$ cat config.mk
export PLATFORM = sky130hd
export DESIGN_NAME = priority_job_queue_flat
export DESIGN_NICKNAME = d
export VERILOG_FILES = /design/src/pjq_pkg.sv /design/src/pjq_req_if.sv /design/src/pjq_rsp_if.sv /design/src/pjq_ram.sv /design/src/pjq_ctrl.sv /design/src/pjq_datapath.sv /design/src/priority_job_queue.sv /design/src/flat_wrapper.sv
export SDC_FILE = /design/constraint.sdc
export NUM_CORES = 1
export LEC_CHECK = 0
export BUFFER_PORTS_ARGS = -buffer_cell sky130_fd_sc_hd__buf_2
export CAP_MARGIN = 40
export CORE_ASPECT_RATIO = 0.9
export CORE_UTILIZATION = 40
export CTS_CLUSTER_SIZE = 16
export DETAILED_ROUTE_END_ITERATION = 10
export GPL_TIMING_DRIVEN = 0
export HOLD_SLACK_MARGIN = 0.15
export PLACE_DENSITY = 0.64
export SLEW_MARGIN = 25
export SYNTH_ARGS = -nofsm -noshare
export SYNTH_HDL_FRONTEND = slang
export SYNTH_HIERARCHICAL = 1
export SYNTH_SLANG_ARGS = --single-unit
$ cat constraint.sdc
create_clock -name clk -period 8 [get_ports clk]
set_input_delay 1.6 -clock clk [delete_from_list [all_inputs] [get_ports clk]]
set_output_delay 1.6 -clock clk [all_outputs]
set_load 0.01 [all_outputs]
$ cat src/pjq_pkg.sv
// ----------------------------------------------------------------------------
// pjq_pkg
// Codes and control types of the sorted priority job queue.
// ----------------------------------------------------------------------------
`default_nettype none

package pjq_pkg;

  localparam int MODE_BITS   = 2;
  localparam int STATUS_BITS = 3;

  typedef logic [MODE_BITS-1:0]   mode_t;
  typedef logic [STATUS_BITS-1:0] status_t;

  // request operations
  localparam mode_t MODE_INSERT = 2'd0;
  localparam mode_t MODE_POP    = 2'd1;
  localparam mode_t MODE_SEARCH = 2'd2;

  // result status codes
  localparam status_t ST_DONE      = 3'd0;
  localparam status_t ST_EMPTY     = 3'd1;
  localparam status_t ST_FULL      = 3'd2;
  localparam status_t ST_FOUND     = 3'd3;
  localparam status_t ST_NOT_FOUND = 3'd4;

  // controller to datapath
  typedef struct packed {
    logic start;     // latch the accepted request and set up the walk
    logic run;       // walk is allowed to advance
    logic load_out;  // copy the result into the output register
  } dp_cmd_t;

  // datapath to controller
  typedef struct packed {
    logic walk_done; // no read, write-back or head placement pending
  } dp_sts_t;

endpackage

`default_nettype wire

$ cat src/pjq_req_if.sv
// ----------------------------------------------------------------------------
// pjq_req_if
// Request channel: valid/ready handshake with operation, id and priority.
// ----------------------------------------------------------------------------
`default_nettype none

interface pjq_req_if #(
  parameter int ID_BITS       = 16,
  parameter int PRIORITY_BITS = 8
);
  logic                     valid;
  logic                     ready;
  pjq_pkg::mode_t           mode;
  logic [ID_BITS-1:0]       job_id;
  logic [PRIORITY_BITS-1:0] priority_req;

  modport source (output valid, output mode, output job_id, output priority_req,
                  input ready);
  modport sink   (input valid, input mode, input job_id, input priority_req,
                  output ready);
endinterface

`default_nettype wire

$ cat src/pjq_rsp_if.sv
// ----------------------------------------------------------------------------
// pjq_rsp_if
// Result channel: valid/ready handshake with status, popped id and occupancy.
// ----------------------------------------------------------------------------
`default_nettype none

interface pjq_rsp_if #(
  parameter int ID_BITS  = 16,
  parameter int CNT_BITS = 5
);
  logic                 valid;
  logic                 ready;
  pjq_pkg::status_t     status;
  logic [ID_BITS-1:0]   popped_id;
  logic [CNT_BITS-1:0]  occupancy;

  modport source (output valid, output status, output popped_id, output occupancy,
                  input ready);
  modport sink   (input valid, input status, input popped_id, input occupancy,
                  output ready);
endinterface

`default_nettype wire

$ cat src/pjq_ram.sv
// ----------------------------------------------------------------------------
// pjq_ram
// Generic simple dual-port RAM: one write port, one registered read port.
// ----------------------------------------------------------------------------
`default_nettype none

module pjq_ram #(
  parameter int WIDTH = 24,
  parameter int DEPTH = 16
) (
  input  wire logic                     clk,
  input  wire logic                     we,
  input  wire logic [$clog2(DEPTH)-1:0] waddr,
  input  wire logic [WIDTH-1:0]         wdata,
  input  wire logic                     re,
  input  wire logic [$clog2(DEPTH)-1:0] raddr,
  output      logic [WIDTH-1:0]         rdata
);

  logic [WIDTH-1:0] mem [DEPTH];

  // write port
  always_ff @(posedge clk) begin
    if (we) begin
      mem[waddr] <= wdata;
    end
  end

  // registered read port
  always_ff @(posedge clk) begin
    if (re) begin
      rdata <= mem[raddr];
    end
  end

endmodule

`default_nettype wire

$ cat src/pjq_ctrl.sv
// ----------------------------------------------------------------------------
// pjq_ctrl
// Controller: request handshake, walk sequencing and result valid.
// ----------------------------------------------------------------------------
`default_nettype none

module pjq_ctrl (
  input  wire logic             clk,
  input  wire logic             rst_n,
  input  wire logic             in_valid,
  output      logic             in_ready,
  output      logic             out_valid,
  input  wire logic             out_ready,
  output      pjq_pkg::dp_cmd_t cmd,
  input  wire pjq_pkg::dp_sts_t sts
);

  localparam logic S_IDLE = 1'b0;
  localparam logic S_RUN  = 1'b1;

  logic state_r, state_nxt;
  logic out_valid_r, out_valid_nxt;

  assign in_ready  = (state_r == S_IDLE);
  assign out_valid = out_valid_r;

  // commands to the datapath
  always_comb begin
    cmd.start    = (state_r == S_IDLE) && in_valid;
    cmd.run      = (state_r == S_RUN);
    cmd.load_out = (state_r == S_RUN) && sts.walk_done && (!out_valid_r || out_ready);
  end

  // next state
  always_comb begin
    state_nxt = state_r;
    unique case (state_r)
      S_IDLE: begin
        if (in_valid) state_nxt = S_RUN;
      end
      S_RUN: begin
        if (cmd.load_out) state_nxt = S_IDLE;
      end
      default: state_nxt = S_IDLE;
    endcase
  end

  // result slot: filled on load, emptied when taken
  always_comb begin
    priority if (cmd.load_out) begin
      out_valid_nxt = 1'b1;
    end else if (out_ready) begin
      out_valid_nxt = 1'b0;
    end else begin
      out_valid_nxt = out_valid_r;
    end
  end

  always_ff @(posedge clk) begin
    if (!rst_n) begin
      state_r     <= S_IDLE;
      out_valid_r <= 1'b0;
    end else begin
      state_r     <= state_nxt;
      out_valid_r <= out_valid_nxt;
    end
  end

endmodule

`default_nettype wire

$ cat src/pjq_datapath.sv
// ----------------------------------------------------------------------------
// pjq_datapath
// Entry RAM, count, walk pointers and result registers of the job queue.
// ----------------------------------------------------------------------------
`default_nettype none

module pjq_datapath #(
  parameter int DEPTH         = 16,
  parameter int ID_BITS       = 16,
  parameter int PRIORITY_BITS = 8
) (
  input  wire logic                          clk,
  input  wire logic                          rst_n,
  input  wire pjq_pkg::dp_cmd_t              cmd,
  output      pjq_pkg::dp_sts_t              sts,
  input  wire pjq_pkg::mode_t                in_mode,
  input  wire logic [ID_BITS-1:0]            in_job_id,
  input  wire logic [PRIORITY_BITS-1:0]      in_priority,
  output      pjq_pkg::status_t              out_status,
  output      logic [ID_BITS-1:0]            out_popped_id,
  output      logic [$clog2(DEPTH+1)-1:0]    out_occupancy
);

  localparam int AW = $clog2(DEPTH);
  localparam int CW = $clog2(DEPTH+1);
  localparam int WW = ID_BITS + PRIORITY_BITS;

  // request being served
  pjq_pkg::mode_t           op_r, op_nxt;
  logic [ID_BITS-1:0]       key_id_r, key_id_nxt;
  logic [PRIORITY_BITS-1:0] key_pri_r, key_pri_nxt;

  // held job count
  logic [CW-1:0] cnt_r, cnt_nxt;

  // walk state
  logic          issuing_r, issuing_nxt;  // reads still to issue
  logic [AW-1:0] rd_idx_r, rd_idx_nxt;
  logic [AW-1:0] last_idx_r, last_idx_nxt;
  logic          pend_r, pend_nxt;        // read data arrives this cycle
  logic [AW-1:0] pend_idx_r, pend_idx_nxt;
  logic          place_r, place_nxt;      // new job goes to the head

  // result of the request
  pjq_pkg::status_t   res_status_r, res_status_nxt;
  logic [ID_BITS-1:0] res_pop_r, res_pop_nxt;

  // output register
  pjq_pkg::status_t   out_status_r;
  logic [ID_BITS-1:0] out_pop_r;
  logic [CW-1:0]      out_occ_r;

  // RAM port signals
  logic          ram_we;
  logic [AW-1:0] ram_waddr;
  logic [WW-1:0] ram_wdata;
  logic          ram_re;
  logic [WW-1:0] ram_rdata;

  logic [ID_BITS-1:0]       rd_id;
  logic [PRIORITY_BITS-1:0] rd_pri;

  pjq_ram #(
    .WIDTH (WW),
    .DEPTH (DEPTH)
  ) u_ram (
    .clk   (clk),
    .we    (ram_we),
    .waddr (ram_waddr),
    .wdata (ram_wdata),
    .re    (ram_re),
    .raddr (rd_idx_r),
    .rdata (ram_rdata)
  );

  assign rd_id  = ram_rdata[WW-1:PRIORITY_BITS];
  assign rd_pri = ram_rdata[PRIORITY_BITS-1:0];

  assign sts.walk_done = !issuing_r && !pend_r && !place_r;

  assign out_status    = out_status_r;
  assign out_popped_id = out_pop_r;
  assign out_occupancy = out_occ_r;

  // setup, read issue and write-back
  always_comb begin
    op_nxt         = op_r;
    key_id_nxt     = key_id_r;
    key_pri_nxt    = key_pri_r;
    cnt_nxt        = cnt_r;
    issuing_nxt    = issuing_r;
    rd_idx_nxt     = rd_idx_r;
    last_idx_nxt   = last_idx_r;
    pend_nxt       = pend_r;
    pend_idx_nxt   = pend_idx_r;
    place_nxt      = place_r;
    res_status_nxt = res_status_r;
    res_pop_nxt    = res_pop_r;
    ram_we         = 1'b0;
    ram_waddr      = '0;
    ram_wdata      = '0;
    ram_re         = 1'b0;

    if (cmd.start) begin
      op_nxt       = in_mode;
      key_id_nxt   = in_job_id;
      key_pri_nxt  = in_priority;
      res_pop_nxt  = '0;
      issuing_nxt  = 1'b0;
      pend_nxt     = 1'b0;
      place_nxt    = 1'b0;
      rd_idx_nxt   = '0;
      last_idx_nxt = AW'(cnt_r - CW'(1));
      unique case (in_mode)
        pjq_pkg::MODE_INSERT: begin
          if (cnt_r == CW'(DEPTH)) begin
            res_status_nxt = pjq_pkg::ST_FULL;
          end else begin
            res_status_nxt = pjq_pkg::ST_DONE;
            cnt_nxt        = cnt_r + CW'(1);
            if (cnt_r == '0) begin
              place_nxt = 1'b1;
            end else begin
              // walk down from the tail
              issuing_nxt  = 1'b1;
              rd_idx_nxt   = AW'(cnt_r - CW'(1));
              last_idx_nxt = '0;
            end
          end
        end
        pjq_pkg::MODE_POP: begin
          if (cnt_r == '0) begin
            res_status_nxt = pjq_pkg::ST_EMPTY;
          end else begin
            res_status_nxt = pjq_pkg::ST_DONE;
            cnt_nxt        = cnt_r - CW'(1);
            issuing_nxt    = 1'b1;
          end
        end
        pjq_pkg::MODE_SEARCH: begin
          if (cnt_r == '0) begin
            res_status_nxt = pjq_pkg::ST_EMPTY;
          end else begin
            res_status_nxt = pjq_pkg::ST_NOT_FOUND;
            issuing_nxt    = 1'b1;
          end
        end
        default: res_status_nxt = pjq_pkg::ST_DONE;
      endcase
    end else if (cmd.run) begin
      // issue one read a cycle
      if (issuing_r) begin
        ram_re       = 1'b1;
        pend_nxt     = 1'b1;
        pend_idx_nxt = rd_idx_r;
        if (rd_idx_r == last_idx_r) begin
          issuing_nxt = 1'b0;
        end else if (op_r == pjq_pkg::MODE_INSERT) begin
          rd_idx_nxt = rd_idx_r - AW'(1);
        end else begin
          rd_idx_nxt = rd_idx_r + AW'(1);
        end
      end else begin
        pend_nxt = 1'b0;
      end

      // act on the entry read last cycle
      if (pend_r) begin
        unique case (op_r)
          pjq_pkg::MODE_INSERT: begin
            ram_we    = 1'b1;
            ram_waddr = pend_idx_r + AW'(1);
            if (rd_pri >= key_pri_r) begin
              // slot found behind this entry
              ram_wdata   = {key_id_r, key_pri_r};
              issuing_nxt = 1'b0;
              pend_nxt    = 1'b0;
            end else begin
              ram_wdata = ram_rdata;
              if (pend_idx_r == '0) place_nxt = 1'b1;
            end
          end
          pjq_pkg::MODE_POP: begin
            if (pend_idx_r == '0) begin
              res_pop_nxt = rd_id;
            end else begin
              ram_we    = 1'b1;
              ram_waddr = pend_idx_r - AW'(1);
              ram_wdata = ram_rdata;
            end
          end
          pjq_pkg::MODE_SEARCH: begin
            if (rd_id == key_id_r) begin
              res_status_nxt = pjq_pkg::ST_FOUND;
              issuing_nxt    = 1'b0;
              pend_nxt       = 1'b0;
            end
          end
          default: ;
        endcase
      end

      // new job becomes the head
      if (place_r) begin
        ram_we    = 1'b1;
        ram_waddr = '0;
        ram_wdata = {key_id_r, key_pri_r};
        place_nxt = 1'b0;
      end
    end
  end

  // control registers
  always_ff @(posedge clk) begin
    if (!rst_n) begin
      cnt_r     <= '0;
      issuing_r <= 1'b0;
      pend_r    <= 1'b0;
      place_r   <= 1'b0;
    end else begin
      cnt_r     <= cnt_nxt;
      issuing_r <= issuing_nxt;
      pend_r    <= pend_nxt;
      place_r   <= place_nxt;
    end
  end

  // payload registers
  always_ff @(posedge clk) begin
    op_r         <= op_nxt;
    key_id_r     <= key_id_nxt;
    key_pri_r    <= key_pri_nxt;
    rd_idx_r     <= rd_idx_nxt;
    last_idx_r   <= last_idx_nxt;
    pend_idx_r   <= pend_idx_nxt;
    res_status_r <= res_status_nxt;
    res_pop_r    <= res_pop_nxt;
    if (cmd.load_out) begin
      out_status_r <= res_status_r;
      out_pop_r    <= res_pop_r;
      out_occ_r    <= cnt_r;
    end
  end

endmodule

`default_nettype wire

$ cat src/priority_job_queue.sv
// Full insert, empty pop/search and no-op give a result without a walk; a walk over
// n held jobs issues one RAM read per cycle, up to n reads.
// Requests are served one at a time; the next is taken in the cycle after the result
// is loaded, while that result may still wait in the output register.
// Reset: synchronous rst_n clears the job count and handshake state; entry RAM
// is not cleared, entries beyond the count are never read.
// ----------------------------------------------------------------------------
// priority_job_queue
// Sorted priority queue of jobs: insert, pop of the highest job, id search.
// ----------------------------------------------------------------------------
`default_nettype none

module priority_job_queue #(
  parameter int DEPTH         = 16,
  parameter int ID_BITS       = 16,
  parameter int PRIORITY_BITS = 8
) (
  input wire logic   clk,
  input wire logic   rst_n,
  pjq_req_if.sink    in_ch,
  pjq_rsp_if.source  out_ch
);

  localparam int CNT_BITS = $clog2(DEPTH+1);

  pjq_pkg::dp_cmd_t cmd;
  pjq_pkg::dp_sts_t sts;

  // controller
  pjq_ctrl u_ctrl (
    .clk       (clk),
    .rst_n     (rst_n),
    .in_valid  (in_ch.valid),
    .in_ready  (in_ch.ready),
    .out_valid (out_ch.valid),
    .out_ready (out_ch.ready),
    .cmd       (cmd),
    .sts       (sts)
  );

  // datapath
  pjq_datapath #(
    .DEPTH         (DEPTH),
    .ID_BITS       (ID_BITS),
    .PRIORITY_BITS (PRIORITY_BITS)
  ) u_datapath (
    .clk           (clk),
    .rst_n         (rst_n),
    .cmd           (cmd),
    .sts           (sts),
    .in_mode       (in_ch.mode),
    .in_job_id     (in_ch.job_id),
    .in_priority   (in_ch.priority_req),
    .out_status    (out_ch.status),
    .out_popped_id (out_ch.popped_id),
    .out_occupancy (out_ch.occupancy)
  );

endmodule

`default_nettype wire

$ cat src/flat_wrapper.sv
// flat-port wrapper written by rule: the top's interface ports become plain ports
module priority_job_queue_flat 
#(
  parameter int DEPTH         = 16,
  parameter int ID_BITS       = 16,
  parameter int PRIORITY_BITS = 8
)
  (clk, rst_n, in_ch_valid, in_ch_mode, in_ch_job_id, in_ch_priority_req, in_ch_ready, out_ch_valid, out_ch_status, out_ch_popped_id, out_ch_occupancy, out_ch_ready);
  pjq_req_if #(.ID_BITS(ID_BITS), .PRIORITY_BITS(PRIORITY_BITS)) in_ch_i ();
  pjq_rsp_if #(.ID_BITS(ID_BITS), .CNT_BITS((5))) out_ch_i ();
  input wire logic clk;
  input wire logic rst_n;
  input wire logic [$bits(in_ch_i.valid)-1:0] in_ch_valid;
  input wire logic [$bits(in_ch_i.mode)-1:0] in_ch_mode;
  input wire logic [$bits(in_ch_i.job_id)-1:0] in_ch_job_id;
  input wire logic [$bits(in_ch_i.priority_req)-1:0] in_ch_priority_req;
  output wire logic [$bits(in_ch_i.ready)-1:0] in_ch_ready;
  output wire logic [$bits(out_ch_i.valid)-1:0] out_ch_valid;
  output wire logic [$bits(out_ch_i.status)-1:0] out_ch_status;
  output wire logic [$bits(out_ch_i.popped_id)-1:0] out_ch_popped_id;
  output wire logic [$bits(out_ch_i.occupancy)-1:0] out_ch_occupancy;
  input wire logic [$bits(out_ch_i.ready)-1:0] out_ch_ready;
  assign in_ch_i.valid = in_ch_valid;
  assign in_ch_i.mode = in_ch_mode;
  assign in_ch_i.job_id = in_ch_job_id;
  assign in_ch_i.priority_req = in_ch_priority_req;
  assign in_ch_ready = in_ch_i.ready;
  assign out_ch_valid = out_ch_i.valid;
  assign out_ch_status = out_ch_i.status;
  assign out_ch_popped_id = out_ch_i.popped_id;
  assign out_ch_occupancy = out_ch_i.occupancy;
  assign out_ch_i.ready = out_ch_ready;
  priority_job_queue #(.DEPTH(DEPTH), .ID_BITS(ID_BITS), .PRIORITY_BITS(PRIORITY_BITS)) u_core (.clk(clk), .rst_n(rst_n), .in_ch(in_ch_i), .out_ch(out_ch_i));
endmodule
# Word level (Yosys, flattened, before mapping)
# Memories as Yosys holds them, arrays and structs flattened. A register that Yosys moved wholly into a read port is not among the register bits.
# Cells that the tools add are included.
[classes]
addsub = 6
n_lt_le_gt_ge = 1
n_eq_ne = 10
muxes = 77
bitwise = 3
n_reduce_logical = 28
[ops]
columns = ["cell", "n"]
rows = [
  ["two-way mux 24 bit", 6],
  ["two-way mux 4 bit", 16],
  ["case mux 24 bit (2 select lines)", 1],
  ["two-way mux 1 bit", 37],
  ["two-way mux 3 bit", 6],
  ["equality test 16 bit", 1],
  ["nonzero test 2 bit", 7],
  ["AND reduction 4 bit", 3],
  ["two-way mux 5 bit", 2],
  ["case mux 1 bit (2 select lines)", 5],
  ["case mux 5 bit (2 select lines)", 1],
  ["case mux 3 bit (3 select lines)", 1],
  ["adder 4 x 1 -> 4 bit (second input constant)", 2],
  ["greater-or-equal comparator 8 bit", 1],
  ["case mux 4 bit (2 select lines)", 1],
  ["subtractor 4 x 1 -> 4 bit (second input constant)", 2],
  ["AND reduction 3 bit", 2],
  ["adder 5 x 1 -> 5 bit (second input constant)", 1],
  ["equality test 5 bit (second input constant)", 1],
  ["logical AND 1 bit", 5],
  ["zero test 5 bit", 1],
  ["subtractor 5 x 1 -> 5 bit (second input constant)", 1],
  ["equality test 2 x 1 -> 1 bit (second input constant)", 2],
  ["equality test 2 bit (second input constant)", 2],
  ["other kinds (10)", 18],
]
[word_totals]
ff_bits = 91
ram_bits = 384
output_inout_bits = 26
word_cells = 143
memories = 1
[mem_list]
columns = ["name", "words", "width", "read_ports", "rd_ports_with_merged_regs", "write_ports", "line", "text"]
rows = [
  ["u_core.u_datapath.u_ram.mem", 16, 24, 1, 1, 1, "pjq_ram.sv:20", "logic [WIDTH-1:0] mem [DEPTH];"],
]

# Depth between registers and ports, before layout
[depth]
ltp_word = 9
depth_mapped = 9
ltp_nobuf = 9

# Modules after synthesis
# Netlist, hierarchy kept.
[by_module_without_submodules]
columns = ["module", "instances", "cells_each", "area_per_inst_um2", "seq_area_each_um2"]
rows = [
  ["pjq_ram", 1, 636, 15170.8, 12251.8],
  ["pjq_datapath", 1, 365, 4239.1, 2432.3],
  ["pjq_ctrl", 1, 12, 111.4, 40.0],
]

# Least setup slack after synthesis
# OpenSTA, ideal clock, no wires.
[synth_path]
path_kind = "input to register"
from = "input in_ch_valid"
to = "memory u_core.u_datapath.u_ram.mem[0][0] (enable)"
t_arrival_ns = 5.993
slack_ns = 1.572
path_stages = 7
cell_sequence = "nor2b_1 nand2b_1 nor2_1 nand2_2 nor3_1 or3b_2 nor3_1"
[synth_via]
word_cells_on_any_way = 5
classes_between = "mux (4); reduce/logical (1)"
[synth_rtl]
columns = ["element", "line", "text"]
rows = [
  ["from (decl)", "flat_wrapper.sv:13", "input wire logic [$bits(in_ch_i.valid)-1:0] in_ch_valid;"],
  ["logical AND 1 bit", "pjq_ctrl.sv:29", "cmd.start = (state_r == S_IDLE) && in_valid;"],
  ["two-way mux 4 bit", "pjq_datapath.sv:104", "if (cmd.start) begin"],
  ["named net u_core.u_datapath.ram_waddr[2]", "pjq_datapath.sv:55", "logic [AW-1:0] ram_waddr;"],
  ["to (decl)", "pjq_ram.sv:20", ""],
]
# The timed path passes the listed nets, and every way through them passes these cells.

==> out/results.ini <==
[layout]
stdcell_area_sq_um = 22900
diodes = 0
synthToLayoutAreaGrowth_pct = 17.6
final_cell_mix = 473 x edfxtp_1, 96 x mux4_2, 72 x nand2_1, 67 x buf_2, 51 x clkbuf_16
nets = 1211
final_common_cell = edfxtp_1
nFillCells = 3967
final_core_util_pct = 47.8
drive_gt1_share_pct = 25.9
finalNonFillerCells = 1826

[clocking]
cts_max_level = 2
hold_buffers = 0
cts_buffers = 50
clock_path_buffers = 3
clk_pin_slew_ns = 0.06
cts_tree = yes
root_buffer = clkbuf_16
clock_latency_ns = 0.60
cts_sinks = 499
post_cts_buffers = 0
ctsResizeCount = 0

[route]
postRouteAntennaNets = 0
drtIter0Drc = 1066
vias_per_cell = 5.60
routedWlPerCell_um = 25.0
drcViolationCount = 0
wl_um = 45700
dr_total_vias = 10200
dr.pass1.iters = 5

[min_path]
hold_path_class = reg -> reg

[die]
die_w_um = 235
std_cell_rows = 76
ios = 56
core_sq_um = 48000
start_util_pct = 40.7
die_h_um = 212
die-area_sq_um = 49700

[timing]
tightestPinTransition_ns = 0.819
setup_ws_ns = 3.71
setup_tns_ns = 0
finalSetupViolations = 0
period_needed_ns = 4.29
clock-skew-final_ns = 0.0238
slew_headroom_pct = 45.4
hold_viol = 0
fmax_mhz = 233
rsz0062_at_grt = no
maxSlewViolCount = 0
finalCritPeriodShare_pct = 53.6

[placed_design]
numPortBuffers = 55
gp_congestion = 0.776
placed_area_sq_um = 21300
dp_hpwl_um = 30500
post-place-ws_ns = 2.94
dp_cells = 1727

[grt]
antenna_found_initial = 0
globalRouteTotalUtil_pct = 18.9
grt.overflow.total = 0
grt_pass1_wl_um = 67200
grt_max_degree = 25
first_global_vias = 10100

[worst_setup_path]
critical_path_buf_inv_count = 4
worstSetupPathType = in -> reg
crit_chain = buf_2 > nor2b_4 > nand2b_1 > nor2_1 > nand2_2 > nor3_1 > nand3_1 > nor3_2 > buf_4 > buf_4 > buf_4
required_ns = 8.30
crit_path_start_kind = input port
critPathMaxFanout = 14
worst_path_largest_cell_delay_ns = 0.58
cpLargestDelayFamily = simple AND/OR/NAND/NOR gates
slowest_stage = nor3_2
cp.arrival_ns = 4.59
crit_top_cell = buf_4
crit_path_end_kind = flop

[synthesis]
async_reset_ff_share_pct = 0
synthFlopType = edfxtp_1
synth_fp_nets = 1063
yosysUniqueCellTypes = 55
yosysWarnings = 6
ys_ff_latch = 499
syn_avg_cell_area_sq_um = 19.3
syn_area_sq_um = 19500
yosysSeqAreaShare_pct = 75.4
synthCells = 1013
synth_edf_count = 473

[power]
peakVddDrop_mv = 0.161
leakage_nw = 8.14
power.density_nw_per_um2 = 243

[run_status]
run_status = complete, no violations

[flow_run]
maxCapViolCount = 0

-- layout make-up --
type / count / area [sq um] / area share (%)
buffer: 49 / 267 / 1.16
timing repair buffer: 96 / 935 / 4.07
tap: 624 / 781 / 3.40
inverter: 21 / 78.8 / 0.343
clock buffer: 60 / 1310 / 5.71
clock inverter: 33 / 272 / 1.18
multi-input combinational: 444 / 4580 / 20.0
sequential: 499 / 14700 / 64.2
-- state kept, by name, summed over array words and instances, names as in the netlist, 5 cells and up --
signal                           flops
u_core/u_datapath/u_ram/mem        384
u_core/u_datapath/key_pri_r          8
u_core/u_datapath/out_occupancy      5
u_core/u_datapath/res_pop_r         16
u_core/u_datapath/cnt_r              5
u_core/u_datapath/u_ram/rdata       24
u_core/u_datapath/key_id_r          16
u_core/u_datapath/out_popped_id     16
-- power breakdown --
group          switching [W]  total (W)  internal, W  leakage [nW]
combinational       0.000238   0.000391     0.000153          2.25
sequential         0.0000283    0.00290      0.00287          5.12
clock               0.000980    0.00228      0.00130         0.769
-- kinds of logic (layout without fill, tap and decap cells) --
kind of cell / after synthesis / in the layout / share of synthesized area, %
buffers and inverters: 70 / 259 / 1.77
multiplexers: 98 / 98 / 11.2
AO/OA/AOI/OAI: 136 / 136 / 5.11
XOR/XNOR: 27 / 27 / 1.21
AND/OR/NAND/NOR: 163 / 163 / 3.98
adder cells (fa/ha/maj): 20 / 20 / 1.32
flip-flops: 499 / 499 / 75.4
-- worst paths after layout --
check / startpoint / endpoint / slack, ns / cells past startpoint
setup / recovery: in_ch_valid / u_core/u_datapath/u_ram/mem[12][15] / 3.71 / 11
hold / removal: u_core/u_datapath/res_status_r[2] / u_core/u_datapath/out_status[2] / 0.42 / 0
setup reg to reg: u_core/u_ctrl/state_r / u_core/u_datapath/u_ram/mem[12][15] / 4.19 / 11
hold reg to reg: u_core/u_datapath/res_status_r[2] / u_core/u_datapath/out_status[2] / 0.42 / 0
-- Yosys cell counts (all sizes together), types with 4 or more instances --
cell type / n / area share, %
clkbuf: 26 / 0.50
edfxtp: 473 / 73
nor2b: 7 / 0.22
nand4: 7 / 0.22
and3: 5 / 0.16
dfxtp: 26 / 2.7
o21ai: 8 / 0.21
inv: 21 / 0.40
o22ai: 4 / 0.13
nand2b: 7 / 0.26
nand2: 73 / 1.4
a22o: 24 / 1.1
mux4: 96 / 11
a21oi: 27 / 0.75
a22oi: 48 / 1.8
nand3: 6 / 0.15
ha: 19 / 1.2
buf: 23 / 0.87
and2: 6 / 0.19
xnor2: 24 / 1.1
nor2: 30 / 0.62
nand3b: 4 / 0.15
nor3: 9 / 0.23
-- per-stage QoR --
step           hold slack [ns]  total power, W
6_report                 0.419         0.00557
5_1_grt                  0.431         0.00575
4_1_cts                  0.421         0.00561
3_5_place_dp             0.407         0.00333
3_3_place_gp             0.413         0.00332
2_1_floorplan            0.400         0.00319
-- metal layers --
layer / routed length [um] / track usage (%) / up-vias / share of wire (%)
li1: - / - / 4404 / -
met1: 20200 / 27.1 / 5332 / 44
met2: 20600 / 28.6 / 415 / 45
met3: 3860 / 4.21 / 67 / 8.5
met4: 999 / 6.19 / 0 / 2.2
met5: 0 / 0 / - / 0
Power figures use the tool's default switching activity.
